--- config.mk ---
export PLATFORM = sky130hd
export DESIGN_NAME = pftm_decode
export DESIGN_NICKNAME = d
export VERILOG_FILES = /design/src/sv/pftm_pkg.sv /design/src/sv/pftm_decode.sv
export SDC_FILE = /design/constraint.sdc
export NUM_CORES = 1
export LEC_CHECK = 0
export BUFFER_PORTS_ARGS = -buffer_cell sky130_fd_sc_hd__buf_2
export CAP_MARGIN = 20
export CORE_MARGIN = 2
export CORE_UTILIZATION = 40
export DETAILED_ROUTE_END_ITERATION = 8
export GPL_ROUTABILITY_DRIVEN = 0
export GPL_TIMING_DRIVEN = 1
export PLACE_DENSITY = 0.63
export REMOVE_ABC_BUFFERS = 1
export SLEW_MARGIN = 40
export SYNTH_ARGS = -nofsm -noshare
export SYNTH_HDL_FRONTEND = slang
export SYNTH_SLANG_ARGS = --single-unit
--- constraint.sdc ---
create_clock -name clk_i -period 6.8 [get_ports clk_i]
set_input_delay 1.36 -clock clk_i [delete_from_list [all_inputs] [get_ports clk_i]]
set_output_delay 1.36 -clock clk_i [all_outputs]
set_load 0.05 [all_outputs]
--- src/sv/pftm_pkg.sv ---
// shared types, constants and coefficient rom of the friction torque model
`default_nettype none

package pftm_pkg;

  // field widths
  localparam int unsigned MotorW  = 3;
  localparam int unsigned VelW    = 24;
  localparam int unsigned VextW   = 25;
  localparam int unsigned ThrW    = 23;
  localparam int unsigned TorqueW = 24;
  localparam int unsigned CoefW   = 30;
  localparam int unsigned CsetW   = 4;
  localparam int unsigned CidxW   = 3;
  localparam int unsigned AccW    = 40;
  localparam int unsigned AccHiW  = 20;
  localparam int unsigned AccLoW  = 20;
  localparam int unsigned PhiW    = VextW + AccHiW;
  localparam int unsigned PloW    = VextW + AccLoW + 1;
  localparam int unsigned SumW    = 66;
  localparam int unsigned RndW    = AccW + 1;

  // region codes
  localparam logic [1:0] RegQuartic = 2'd0;
  localparam logic [1:0] RegPos     = 2'd1;
  localparam logic [1:0] RegNeg     = 2'd2;
  localparam logic [1:0] RegUnknown = 2'd3;

  // coefficient set codes: quartic sets first, then quadratic sets
  localparam logic [CsetW-1:0] CsetQuadBase = 4'd4;

  // limits
  localparam logic [ThrW-1:0]       ThrReset   = 23'd32768;
  localparam logic signed [SumW-1:0] AccLimPos = 66'sd274877906944;
  localparam logic signed [SumW-1:0] AccLimNeg = -66'sd274877906944;
  localparam logic signed [RndW-1:0] RoundHalf = 41'sd8192;
  localparam logic signed [RndW-1:0] TorqueMax = 41'sd8388607;
  localparam logic signed [RndW-1:0] TorqueMin = -41'sd8388608;

  // quadratic sets {a, b, c}, Q.30
  localparam logic signed [CoefW-1:0] QuadRom [5][3] = '{
    '{ 30'sd1268968,  -30'sd2202798, 30'sd63119750  },
    '{ -30'sd1106279, 30'sd9316175,  30'sd100878370 },
    '{ -30'sd260301,  30'sd4535746,  30'sd63324738  },
    '{ 30'sd32538,    30'sd3719051,  30'sd50218580  },
    '{ -30'sd780903,  30'sd8310111,  30'sd45949643  }
  };

  // quartic sets {q1, q2, q3, q4}, Q.30
  localparam logic signed [CoefW-1:0] QuartRom [4][4] = '{
    '{ 30'sd188108179, -30'sd1268968,  -30'sd253747969, 30'sd5075870   },
    '{ 30'sd252929648, 30'sd157222484, -30'sd328568903, -30'sd311031120 },
    '{ 30'sd154399194, -30'sd32538,    -30'sd200906857, 30'sd130151    },
    '{ 30'sd145573361, 30'sd780903,    -30'sd183017667, -30'sd3123613   }
  };

  typedef struct packed {
    logic [MotorW-1:0]      motor_index;
    logic signed [VelW-1:0] velocity;
  } in_t;

  typedef struct packed {
    logic signed [TorqueW-1:0] friction_torque;
    logic [1:0]                region;
    logic                      saturated;
  } out_t;

  // control travelling down the pipeline with each item
  typedef struct packed {
    logic                    valid;
    logic [1:0]              region;
    logic [CsetW-1:0]        cset;
    logic signed [VextW-1:0] v;
  } ctl_t;

  // coefficient of power idx (0 to 4) for a set, both kinds padded to degree four
  function automatic logic signed [CoefW-1:0] poly_coef(input logic [CsetW-1:0] cset,
                                                        input logic [CidxW-1:0] idx);
    logic signed [CoefW-1:0] c;
    logic [CsetW-1:0]        s;
    c = '0;
    s = cset - CsetQuadBase;
    if (cset < CsetQuadBase) begin
      case (idx)
        3'd4:    c = QuartRom[cset[1:0]][3];
        3'd3:    c = QuartRom[cset[1:0]][2];
        3'd2:    c = QuartRom[cset[1:0]][1];
        3'd1:    c = QuartRom[cset[1:0]][0];
        default: c = '0;
      endcase
    end else if (s < 4'd5) begin
      case (idx)
        3'd2:    c = QuadRom[s[2:0]][0];
        3'd1:    c = QuadRom[s[2:0]][1];
        3'd0:    c = QuadRom[s[2:0]][2];
        default: c = '0;
      endcase
    end
    return c;
  endfunction

endpackage

`default_nettype wire

--- src/sv/pftm_decode.sv ---
// entry stage: threshold register, region choice and coefficient set selection
`default_nettype none

module pftm_decode
  import pftm_pkg::*;
(
  input  wire logic                    clk_i,
  input  wire logic                    rst_ni,
  input  wire logic                    cfg_we_i,
  input  wire logic [ThrW-1:0]         cfg_wdata_i,
  input  wire logic                    in_valid_i,
  input  wire in_t                     in_i,
  output ctl_t                         ctl_o,
  output logic signed [AccW-1:0]       acc_o
);

  logic [ThrW-1:0]          thr_q;
  ctl_t                     ctl_d, ctl_q;
  logic signed [AccW-1:0]   acc_d, acc_q;
  logic signed [VextW-1:0]  v_ext, thr_ext, thr_neg;
  logic signed [CoefW-1:0]  c_top;
  logic [CsetW-1:0]         pos_cset, neg_cset;

  // speed threshold register
  always_ff @(posedge clk_i or negedge rst_ni) begin
    if (!rst_ni) begin
      thr_q <= ThrReset;
    end else if (cfg_we_i) begin
      thr_q <= cfg_wdata_i;
    end
  end

  assign v_ext   = {in_i.velocity[VelW-1], in_i.velocity};
  assign thr_ext = {2'b00, thr_q};
  assign thr_neg = -thr_ext;

  // motor 1 has distinct outward and inward quadratics
  always_comb begin
    case (in_i.motor_index[1:0])
      2'd0:    begin pos_cset = CsetQuadBase + 4'd0; neg_cset = CsetQuadBase + 4'd0; end
      2'd1:    begin pos_cset = CsetQuadBase + 4'd1; neg_cset = CsetQuadBase + 4'd2; end
      2'd2:    begin pos_cset = CsetQuadBase + 4'd3; neg_cset = CsetQuadBase + 4'd3; end
      default: begin pos_cset = CsetQuadBase + 4'd4; neg_cset = CsetQuadBase + 4'd4; end
    endcase
  end

  // region choice and velocity fed to the evaluator
  always_comb begin
    ctl_d.valid = in_valid_i;
    ctl_d.region = RegQuartic;
    ctl_d.cset   = {1'b0, in_i.motor_index};
    ctl_d.v      = v_ext;
    if (in_i.motor_index[2]) begin
      ctl_d.region = RegUnknown;
      ctl_d.cset   = '0;
      ctl_d.v      = '0;
    end else if (v_ext >= thr_ext) begin
      ctl_d.region = RegPos;
      ctl_d.cset   = pos_cset;
    end else if (v_ext < thr_neg) begin
      ctl_d.region = RegNeg;
      ctl_d.cset   = neg_cset;
      ctl_d.v      = -v_ext;
    end
  end

  // leading coefficient seeds the accumulator
  assign c_top = poly_coef(ctl_d.cset, 3'd4);
  assign acc_d = {{(AccW-CoefW){c_top[CoefW-1]}}, c_top};

  always_ff @(posedge clk_i or negedge rst_ni) begin
    if (!rst_ni) begin
      ctl_q <= '0;
    end else begin
      ctl_q <= ctl_d;
    end
  end

  always_ff @(posedge clk_i) begin
    acc_q <= acc_d;
  end

  assign ctl_o = ctl_q;
  assign acc_o = acc_q;

endmodule

`default_nettype wire

---- After elaboration in Yosys (flattened, before gate mapping) ----
Index checks and enable logic that the tools add are counted.
word-level totals
  register bits after elaboration ......... 85
  input bits .............................. 54
  output and inout port bits .............. 72
  word-level logic and storage cells ...... 27
operators by class
  add/sub/neg operators ................... 2
  $lt $le $gt $ge ......................... 4
  equality and inequality tests ........... 2
  mux-type cells .......................... 10
  bitwise operators ....................... 1
  reductions and logical operators ........ 1
operator list
  kind                  number
  $bmux W120 S2         1
  $mux W30              3
  $mux W31              2
  $lt A24 B25 Y1        1
  $mux W25              1
  $neg A23 Y25          1
  $neg A24 Y25          1
  $ge A24 B24 Y1        1
  $pmux W4 S3           2
  $mux W6               1
  $lt A4 B3 Y1 const B  1
  $ge A3 B3 Y1 const B  1
  $not A2 Y3            1
  $eq A2 B1 Y1 const B  1
  $eq A2 B2 Y1 const B  1
  $logic_not A2 Y1      1

---- Depth between registers and ports, before layout ----
Gate-level depths: netlist of the first run.
  depth after elaboration ................. 10
  depth in mapped cells ................... 16
  depth with buffers taken out ............ 16

---- Least setup slack after synthesis of the first run ----
No wires, ideal clock.
  path kind ............................... register -> register
  start point ............................. register thr_q[3]
  end point ............................... register acc_q[11], in the netlist acc_o[11]
  setup time .............................. 115 ps
  arrival ................................. 4009 ps
  data required time ...................... 6685 ps
  setup slack ............................. 2676 ps
  stages on the path, launching flop included .. 16
  path buffers ............................ 0
  period minus slack after synthesis ...... 4124 ps
  cells stage by stage .................... dfrtp_1 inv_1 nand4_1 nor4_1 nand3_1 nor4_1 xnor2_1 ha_1 nand4_1 or3_1 a311oi_2 nor3_1 a311o_1 o21ai_0 ha_1 and2_1
on the way
  longest elaborated chain between the ends .. 9
  elaborated cells between the ends (all ways) .. 11
  classes of those cells .................. add/sub (1); order compare (3); mux (6); bitwise (1)
RTL lines
  element                                      RTL line           RTL
  from (decl)                                  pftm_decode.sv:17  logic [ThrW-1:0] thr_q;
  from (signal assigned)                       pftm_decode.sv:27  thr_q <= ThrReset;
  from (signal assigned)                       pftm_decode.sv:29  thr_q <= cfg_wdata_i;
  $neg A23 Y25                                 pftm_decode.sv:35  assign thr_neg = -thr_ext;
  $lt A24 B25 Y1                               pftm_decode.sv:60  end else if (v_ext < thr_neg) begin
  $mux W31                                     pftm_decode.sv:60
  $mux W6 *                                    pftm_decode.sv:57  end else if (v_ext >= thr_ext) begin
  $mux W31 *                                   pftm_decode.sv:53  if (in_i.motor_index[2]) begin
  $not A2 Y3 (not written as such)             pftm_pkg.sv:85     3'd4: c = QuartRom[cset[1:0]][3];
  $bmux W120 S2                                pftm_pkg.sv:85
  $mux W30 (not written as such) (2 in a row)  pftm_pkg.sv:85
  to (signal assigned)                         pftm_decode.sv:80  acc_q <= acc_d;
  to (decl)                                    pftm_decode.sv:19  logic signed [AccW-1:0] acc_d, acc_q;
Mark *: on every way between the ends. The rest lies on a longest branch, timed or not. The select of a mux whose other input is x is not followed.
A chain may end at the register's enable or synchronous reset.

==> impl_metrics.yaml, run 1 <==
clock_tree:
  clk_pin_slew_ps: 60
  root_buffer: "clkbuf_16"
  clk_latency_ps: 340
  cts_buffers: 9
  cts_max_level: 3
  ctsResizeCount: 0
  cts.sinks: 67
  cts_tree: "built"
  clockBufferDepth: 2
  ctsHoldBuffers: 0
  postCtsSetupBuffers: 0
synth:
  synth_top_family_by_area: "simple AND/OR/NAND/NOR gates"
  syn_area_per_cell_um2: 9.04
  synthArstFlopShare: 0.821
  synth-seq-cells: 67
  synth_area_mm2: 0.00469
  synth-adder-area-share: 0.155
  synth_edf_count: 0
  synth_xor_area_frac: 0.0411
  synth_compound_area_frac: 0.147
  syn_inst: 519
  ys.flop_type: "dfrtp_1"
  muxShareOfSynthArea: 0.0424
  synth_cell_type_count: 56
  ys_seq_area_frac: 0.345
  synthSimpleGateAreaFrac: 0.181
  yosys_warnings: 0
timing:
  rsz0062_at_grt: "no"
  worst_pin_slew_ps: 841
  hold_violations: 0
  fin_ws_ps: 1860
  max_slew_margin: 0.425
  clock_skew_ps: 10.1
  layout_min_cycle_time_ps: 4940
  setup_tns_ps: 0
  fmaxAchievable_mhz: 203
  maxSlewViolCount: 0
  finalSetupViolations: 0
  finalCritPeriodShare: 0.726
routing:
  drc: 0
  ant_nets: 0
  drt_iter0_drc: 154
  vias: 3966
  wl_per_cell_um: 14.6
  via_per_inst: 5.20
  firstDrtPassIters: 5
  drt_wl_total_mm: 11.2
global_route:
  globalRouteOverflowTotal: 0
  grt_max_degree: 56
  grt_antenna_before_repair: 0
  grt_pass1_vias: 3774
  grt_pass1_wl_mm: 18.2
  grt_usage: 0.180
setup_path:
  path_class: "reg -> reg"
  crit_required_ps: 7020
  critPathTopFamily: "simple AND/OR/NAND/NOR gates"
  cpMaxStageDelayCell: "nor4_1"
  critPathMaxStageDelay_ps: 500
  cp.arrival_ps: 5150
  cp_num_buf_inv: 2
  path_cells: "inv_1, nand4_1, nor4_1, nand3_1, nor4_1, xnor2_1, ha_1, nand4_1, or3_1, a311oi_2, o31ai_2, a211oi_4, buf_4, a21boi_0, mux2_2"
  start_kind: "register"
  cp_max_fo: 18
  end_kind: "register"
power_and_ir_drop:
  power_density_mw_per_mm2: 255
  vdd_ir_drop_max_mv: 0.140
  p_leak_nw: 2.76
layout:
  diodes: 0
  final_util: 0.492
  fin_nets: 728
  drive_above_1_share: 0.260
  synthToLayoutAreaGrowth_pct: 19.7
  multi_input_area_mm2: 0.00266
  fillCellCount: 1115
  ff_latch_area_mm2: 0.00162
  final_common_cell: "buf_2"
  mostFrequentLayoutCells: "125 x buf_2, 58 x ha_1, 54 x dfrtp_1"
  fin_cells: 763
floorplan:
  dieArea_mm2: 0.0126
  dieHeight_um: 112
  rows: 39
  num_io_pins: 126
  start_util: 0.411
  core_area_mm2: 0.0114
  die_w_um: 112
min_path:
  hp-class: "reg -> reg"
placement:
  portBuffers: 125
  post-dp-hpwl_mm: 8.82
  dp_slack_ps: 1930
  dp.cells: 747
flow_run:
  drv_cap: 0
outcome:
  status: "complete, no violations"
==> synth_stat cells (11+ instances only) <==
library cell | count | area, µm²
a21oi_1 | 21 | 105
buf_4 | 29 | 218
clkbuf_1 | 12 | 45.0
dfrtp_1 | 54 | 1350
dfxtp_1 | 12 | 240
ha_1 | 58 | 726
inv_1 | 38 | 143
nand2_1 | 37 | 139
nand3_1 | 11 | 55.1
nor2_1 | 44 | 165
nor2b_1 | 21 | 131
nor3_1 | 16 | 80.1
o21ai_0 | 33 | 165
xnor2_1 | 21 | 184
==> report_power, final <==
| part | internal (W) | leakage [nW] | switching, W |
|---|---|---|---|
| Sequential | 0.000437 | 0.786 | 0.0000195 |
| Clock | 0.000376 | 0.168 | 0.000169 |
| Combinational | 0.000131 | 1.81 | 0.000300 |
==> layer usage <==
metal / vias to the layer above / GRT usage / routed length (µm)
met1: 1813 / 0.230 / 4960
met2: 138 / 0.296 / 5260
met4: 0 / 0.0772 / 343
met5: - / 0 / 0
li1: 1990 / - / -
met3: 25 / 0.0378 / 604
==> cell type report <==
class	instances	area share
inverters	38	0.0254
multi-input cells	372	0.473
well taps	143	0.0318
clock inverters	4	0.0174
flip-flops and latches	67	0.288
clock buffers	11	0.0450
repair buffers	128	0.119
==> kinds of logic (layout without fill, tap and decap cells) <==
| group | Yosys count | count (layout) |
|---|---|---|
| simple gates | 170 | 170 |
| compound gates | 104 | 104 |
| buf+inv | 80 | 181 |
| flops | 67 | 67 |
| fa+ha+maj | 58 | 58 |
| xor+xnor | 22 | 22 |
| mux | 18 | 18 |
==> path summary, 6_finish.rpt <==
path,start,to,slack [ps],cells after the start
worst max register to register,thr_q[3]$_DFFE_PN0P_,ctl_o[23]$_DFF_PN0_,1860,15
worst min-delay path,thr_q[15]$_DFFE_PN1P_,thr_q[15]$_DFFE_PN1P_,560,2
worst min register to register,thr_q[15]$_DFFE_PN1P_,thr_q[15]$_DFFE_PN1P_,560,2
max in group asynchronous,rst_ni,ctl_o[26]$_DFF_PN0_,5160,2
min in group asynchronous,rst_ni,ctl_o[31]$_DFF_PN0_,1150,2
worst max-delay path,thr_q[3]$_DFFE_PN0P_,ctl_o[23]$_DFF_PN0_,1860,15
==> through the flow <==
stage	cell area, µm²	hold WS, ps	power, W
after floorplan	4420	525	0.000768
after global placement	5230	561	0.000887
after detailed placement	5240	561	0.000896
after CTS	5590	573	0.00145
after global routing	5620	582	0.00151
final	5620	565	0.00143
==> state kept, by name, summed over array words and instances (netlist names) <==
signal  flops
acc_o      12
ctl_o      32
thr_q      23
==> worst register-to-register path: stages, from the launching register on <==
cell and delay, ps:
dfrtp_1 360, inv_1 150, nand4_1 220, nor4_1 500, nand3_1 320, nor4_1 370, xnor2_1 110, ha_1 320
nand4_1 140, or3_1 410, a311oi_2 340, o31ai_2 170, a211oi_4 490, buf_4 310, a21boi_0 240, mux2_2 350
(Power assumes the default switching activity.)
==> run 2, diff against run 1 <==
--- a/config.mk
+++ b/config.mk
@@ -12,7 +12,7 @@
 export DETAILED_ROUTE_END_ITERATION = 8
 export GPL_ROUTABILITY_DRIVEN = 0
 export GPL_TIMING_DRIVEN = 1
-export PLACE_DENSITY = 0.63
+export PLACE_DENSITY = 0.66
 export REMOVE_ABC_BUFFERS = 1
 export SLEW_MARGIN = 40
 export SYNTH_ARGS = -nofsm -noshare
==> constraint.sdc (replaced) <==
create_clock -name clk_i -period 4.5 [get_ports clk_i]
set_input_delay 0.9 -clock clk_i [delete_from_list [all_inputs] [get_ports clk_i]]
set_output_delay 0.9 -clock clk_i [all_outputs]
set_load 0.05 [all_outputs]
==> impl_metrics.yaml, run 2 (synthesized netlist as in run 1, its figures left out) <==
timing:
  hold_violations: 0
  setup_tns_ps: 0
  layout_min_cycle_time_ps: 4270
  finalSetupViolations: 0
  clock_skew_ps: 3.51
  finalCritPeriodShare: 0.948
  max_slew_margin: 0.538
  fin_ws_ps: 235
  rsz0062_at_grt: "no"
  maxSlewViolCount: 0
  fmaxAchievable_mhz: 234
  whs_ps: 588
  worst_pin_slew_ps: 693
clock_tree:
  cts_tree: "built"
  clk_latency_ps: 340
  clockBufferDepth: 2
  clk_pin_slew_ps: 50
  cts_max_level: 3
  root_buffer: "clkbuf_16"
  cts_buffers: 9
  cts.sinks: 67
global_route:
  grt_antenna_before_repair: 0
  grt_max_degree: 56
  grt_usage: 0.189
  grt_pass1_wl_mm: 19.2
  grt_pass1_vias: 4079
  globalRouteOverflowTotal: 0
power_and_ir_drop:
  power_density_mw_per_mm2: 369
  swShare: 0.357
  share_comb_of_total_power: 0.321
  p_switching_w: 0.000749
  vdd_ir_drop_max_mv: 0.249
  seqPwrFrac: 0.329
  p_int_w: 0.00135
  p_leak_nw: 2.78
  clockPowerShare: 0.350
setup_path:
  path_cells: "inv_1, nand4_1, nor4_2, buf_4, nand3_2, nor4_2, xnor2_1, ha_1, nand4_1, or3_1, a311oi_4, o31ai_2, a211oi_4, buf_12, a21boi_0, mux2_2"
  cp_max_fo: 28
  crit_required_ps: 4720
  end_kind: "register"
  critPathMaxStageDelay_ps: 440
  path_class: "reg -> reg"
  cpMaxStageDelayCell: "or3_1"
  start_kind: "register"
  cp.arrival_ps: 4490
layout:
  mostFrequentLayoutCells: "124 x buf_2, 58 x ha_1, 54 x dfrtp_1"
  final_common_cell: "buf_2"
  fin_nets: 733
  synthToLayoutAreaGrowth_pct: 21.5
  drive_above_1_share: 0.288
  largest_reg_flops: 32
  diodes: 0
  final_util: 0.499
  fin_cells: 769
floorplan:
  num_io_pins: 126
  core_area_mm2: 0.0114
  dieHeight_um: 112
  die_w_um: 112
  start_util: 0.411
  rows: 39
  dieArea_mm2: 0.0126
placement:
  dp_slack_ps: 11.3
  post-dp-hpwl_mm: 9.01
  portBuffers: 125
  dp.cells: 752
routing:
  ant_nets: 0
  wl_per_cell_um: 15.1
  vias: 4026
  met1_length_mm: 5.05
  firstDrtPassIters: 4
  routed.top_layer: "met4"
  dr_wl_met2_mm: 5.62
  met3_length_um: 667
  drc: 0
  drt_iter0_drc: 150
  via_per_inst: 5.24
  drt_wl_total_mm: 11.6
min_path:
  hp-class: "reg -> reg"
outcome:
  status: "complete, no violations"
flow_run:
  drv_cap: 0
run 2: through the flow:
step	power [W]	cell area, µm²
2_1_floorplan	0.00116	4420
4_1_cts	0.00211	5600
6_report	0.00210	5700
5_1_grt	0.00221	5700
3_3_place_gp	0.00135	5290
3_5_place_dp	0.00137	5290
run 2: worst paths after layout:
check                                      start  slack (ps)  cells past startpoint                     to
setup / recovery            thr_q[2]$_DFFE_PN0P_         230                     16    ctl_o[19]$_DFF_PN0_
hold / removal             thr_q[11]$_DFFE_PN0P_         590                      2  thr_q[11]$_DFFE_PN0P_
setup reg to reg            thr_q[2]$_DFFE_PN0P_         230                     16    ctl_o[19]$_DFF_PN0_
hold reg to reg            thr_q[11]$_DFFE_PN0P_         590                      2  thr_q[11]$_DFFE_PN0P_
max in group asynchronous                 rst_ni        3350                      2    ctl_o[11]$_DFF_PN0_
min in group asynchronous                 rst_ni         680                      2    ctl_o[31]$_DFF_PN0_
run 2: per-layer routing:
| layer | track usage | up-vias |
|---|---|---|
| met5 | 0 | - |
| met3 | 0.0427 | 22 |
| li1 | - | 1995 |
| met4 | 0.0854 | 0 |
| met1 | 0.235 | 1870 |
| met2 | 0.314 | 139 |
run 2: final cells by class:
| cell class | instances | area (µm²) |
|---|---|---|
| inverter | 38 | 143 |
| timing repair buffer | 133 | 701 |
| clock buffer | 11 | 233 |
| tap | 143 | 179 |
| multi-input combinational | 372 | 2750 |
| clock inverter | 5 | 77.6 |
| fill | 1112 | 5720 |
| sequential | 67 | 1620 |
run 2: timing repair:
action,CTS,global route
hold buffers,0,0
setup buffers,0,1
resized for setup,1,17
pin swaps,0,1
endpoints found under the setup margin,1,27
run 2: power by group through the flow:
stage	combinational (W)	clock, W	sequential [W]
6_report	0.000674	0.000735	0.000692
4_1_cts	0.000669	0.000754	0.000691
3_5_place_dp	0.000666	0	0.000701
5_1_grt	0.000735	0.000781	0.000699
3_3_place_gp	0.000651	0	0.000699
2_1_floorplan	0.000239	0	0.000922
run 2: critical path: cells and delay by family, from the launching register on:
kind	cells	cell delay, ps
simple gates	6	1400
compound gates	4	1050
buf+inv	3	510
flops	1	400
mux	1	360
fa+ha+maj	1	320
xor+xnor	1	100
==> run 3, diff against run 2 <==
--- a/config.mk
+++ b/config.mk
@@ -5,6 +5,7 @@
 export SDC_FILE = /design/constraint.sdc
 export NUM_CORES = 1
 export LEC_CHECK = 0
+export ABC_AREA = 1
 export BUFFER_PORTS_ARGS = -buffer_cell sky130_fd_sc_hd__buf_2
 export CAP_MARGIN = 20
 export CORE_MARGIN = 2
@@ -12,7 +13,7 @@
 export DETAILED_ROUTE_END_ITERATION = 8
 export GPL_ROUTABILITY_DRIVEN = 0
 export GPL_TIMING_DRIVEN = 1
-export PLACE_DENSITY = 0.66
+export PLACE_DENSITY = 0.65
 export REMOVE_ABC_BUFFERS = 1
 export SLEW_MARGIN = 40
 export SYNTH_ARGS = -nofsm -noshare
==> impl_metrics.yaml, run 3 <==
outcome:
  status: "complete, no violations"
layout:
  fin_nets: 858
  synthToLayoutAreaGrowth_pct: 17.9
  final_common_cell: "nand2_1"
  drive_above_1_share: 0.248
  fillCellCount: 1196
  design_area_mm2: 0.00585
  largest_reg_flops: 32
  mostFrequentLayoutCells: "131 x nand2_1, 125 x buf_2, 77 x inv_1"
global_route:
  grt_usage: 0.183
  grt_max_degree: 56
  globalRouteOverflowTotal: 0
  grt_pass1_wl_mm: 19.3
  grt_antenna_before_repair: 1
  grt_pass1_vias: 4284
routing:
  drt_wl_total_mm: 11.8
  ant_nets: 0
  vias: 4401
  via_per_inst: 4.78
  drc: 0
  wl_per_cell_um: 12.8
  firstDrtPassIters: 4
  drt_iter0_drc: 202
setup_path:
  start_kind: "register"
  cp.arrival_ps: 4230
  path_class: "reg -> reg"
  reg2reg_slack_ps: 480
  r2r_cells: 25
  crit_required_ps: 4710
  cp_max_fo: 5
  r2r_end: "acc_o[16]$_SDFF_PP0_"
  reg2reg_from: "thr_q[1]$_DFFE_PN0P_"
  end_kind: "register"
synth:
  synth_area_mm2: 0.00496
  syn_inst: 647
  synth_edf_count: 0
  synthSimpleGateAreaFrac: 0.293
  synth_top_area_share: 0.273
  synth-adder-area-share: 0.146
  ys.flop_type: "dfrtp_1"
  synth_top_family_by_area: "simple AND/OR/NAND/NOR gates"
  syn_area_per_cell_um2: 7.66
  synth_area_leader_cell: "dfrtp_1"
  muxShareOfSynthArea: 0
  synth_xor_area_frac: 0.0283
  synth_compound_area_frac: 0.0833
  synth-seq-cells: 67
  synthArstFlopShare: 0.821
  yosys_warnings: 0
  synth_cell_type_count: 37
  yosys.cell_count.top_type: "nand2_1"
  yosys-top-cells-count: "131 x nand2_1, 77 x inv_1, 76 x nor2_1, 58 x ha_1, 54 x dfrtp_1"
  ys_seq_area_frac: 0.326
  yosys-top-cells-area: "dfrtp_1 27%, ha_1 15%, nand2_1 9.9%"
min_path:
  hold-path-endpoint: "thr_q[8]$_DFFE_PN0P_"
  hp-class: "reg -> reg"
  hold_depth: 2
  hold_path_startpoint: "thr_q[8]$_DFFE_PN0P_"
power_and_ir_drop:
  power_density_mw_per_mm2: 372
  vdd_ir_drop_max_mv: 0.147
  p_leak_nw: 3.15
  power_w: 0.00217
floorplan:
  num_io_pins: 126
  dieHeight_um: 115
  core_area_mm2: 0.0121
  start_util: 0.411
  dieArea_mm2: 0.0133
  die_w_um: 115
  rows: 40
clock_tree:
  clk_latency_ps: 340
  clk_pin_slew_ps: 60
  cts.sinks: 67
  ctsResizeCount: 0
  root_buffer: "clkbuf_16"
  ctsHoldBuffers: 0
  postCtsSetupBuffers: 0
  cts_max_level: 3
  clockBufferDepth: 2
  cts_buffers: 9
  cts_tree: "built"
timing:
  finalSetupViolations: 0
  worst_pin_slew_ps: 689
  max_slew_margin: 0.540
  fmaxAchievable_mhz: 249
  rsz0062_at_grt: "no"
  finalCritPeriodShare: 0.894
  maxSlewViolCount: 0
  layout_min_cycle_time_ps: 4020
  hold_violations: 0
  clock_skew_ps: 8.53
placement:
  post-dp-hpwl_mm: 9.26
  placed_cell_area_mm2: 0.00552
  portBuffers: 125
flow_run:
  drv_cap: 0
==> run 3: how the worst max path moves through the flow <==
stage	startpoint	endpoint	slack [ps]	cells after the start
floorplan	acc_o[27]$_SDFF_PP0_	acc_o[20]	-1500	0
global placement	thr_q[1]$_DFFE_PN0P_	acc_o[16]$_SDFF_PP0_	730	26
detailed placement	thr_q[1]$_DFFE_PN0P_	acc_o[16]$_SDFF_PP0_	470	25
CTS	thr_q[1]$_DFFE_PN0P_	acc_o[16]$_SDFF_PP0_	470	25
global route	thr_q[1]$_DFFE_PN0P_	acc_o[16]$_SDFF_PP0_	70	26
finish	thr_q[1]$_DFFE_PN0P_	acc_o[16]$_SDFF_PP0_	480	25
==> run 3: logic make-up (layout without fill, tap and decap cells) <==
logic type               after synthesis  in the layout
AO/OA/AOI/OAI                         77             77
XOR/XNOR                              16             16
adder cells (fa/ha/maj)               58             58
buffers and inverters                122            226
flip-flops                            67             67
other                                  0              1
AND/OR/NAND/NOR                      307            307
==> run 3: cell type report <==
cell class	count	area [µm²]	area share
diodes	1	2.50	0.000428
multi-input cells	458	2730	0.467
well taps	168	210	0.0360
inverters	82	308	0.0527
repair buffers	128	648	0.111
flip-flops and latches	67	1620	0.277
clock buffers	10	239	0.0409
clock inverters	6	88.8	0.0152
==> run 3: per-stage QoR <==
step / worst slack, ps / hold WS [ps] / setup TNS (ps) / util / cells
floorplan: -1500 / 530 / -22440 / - / 607
global placement: 734 / 567 / 0 / 0.457 / 903
detailed placement: 473 / 568 / 0 / 0.457 / 903
CTS: 469 / 577 / 0 / 0.484 / 919
global route: 67.0 / 624 / 0 / 0.485 / 920
finish: 478 / 586 / 0 / 0.485 / 920
==> run 3: critical path, stage by stage (launching register included) <==
cell     delay [ps]
dfrtp_1         380
inv_1           100
ha_1            200
nand4_1         150
or2_4           290
nor3_4          150
nand2_2          90
nor2_2          140
nand4_1         160
nor3_1          240
ha_1            310
nand2_2         100
inv_2            40
nand3_1          60
a21oi_1          40
nor2_1          160
nand4_1         210
nand2_4         190
nand2_1          60
nand2_1          50
nand2_1          90
nand2_1         190
inv_1           120
ha_1            190
inv_1            80
a21oi_1          70
==> run 3: report_power, final <==
part / switching, W / internal, W / leakage [nW] / total (W)
Sequential: 0.0000338 / 0.000660 / 0.782 / 0.000694
Combinational: 0.000521 / 0.000186 / 2.22 / 0.000707
Clock: 0.000272 / 0.000500 / 0.155 / 0.000772
Total: 0.000827 / 0.00135 / 3.15 / 0.00217
==> run 3: routing by layer <==
metal	up-vias	wire length, µm	track usage
met2	135	5620	0.312
met5	-	0	0
met1	1978	5320	0.225
li1	2261	-	-
met4	0	339	0.0916
met3	27	530	0.0295
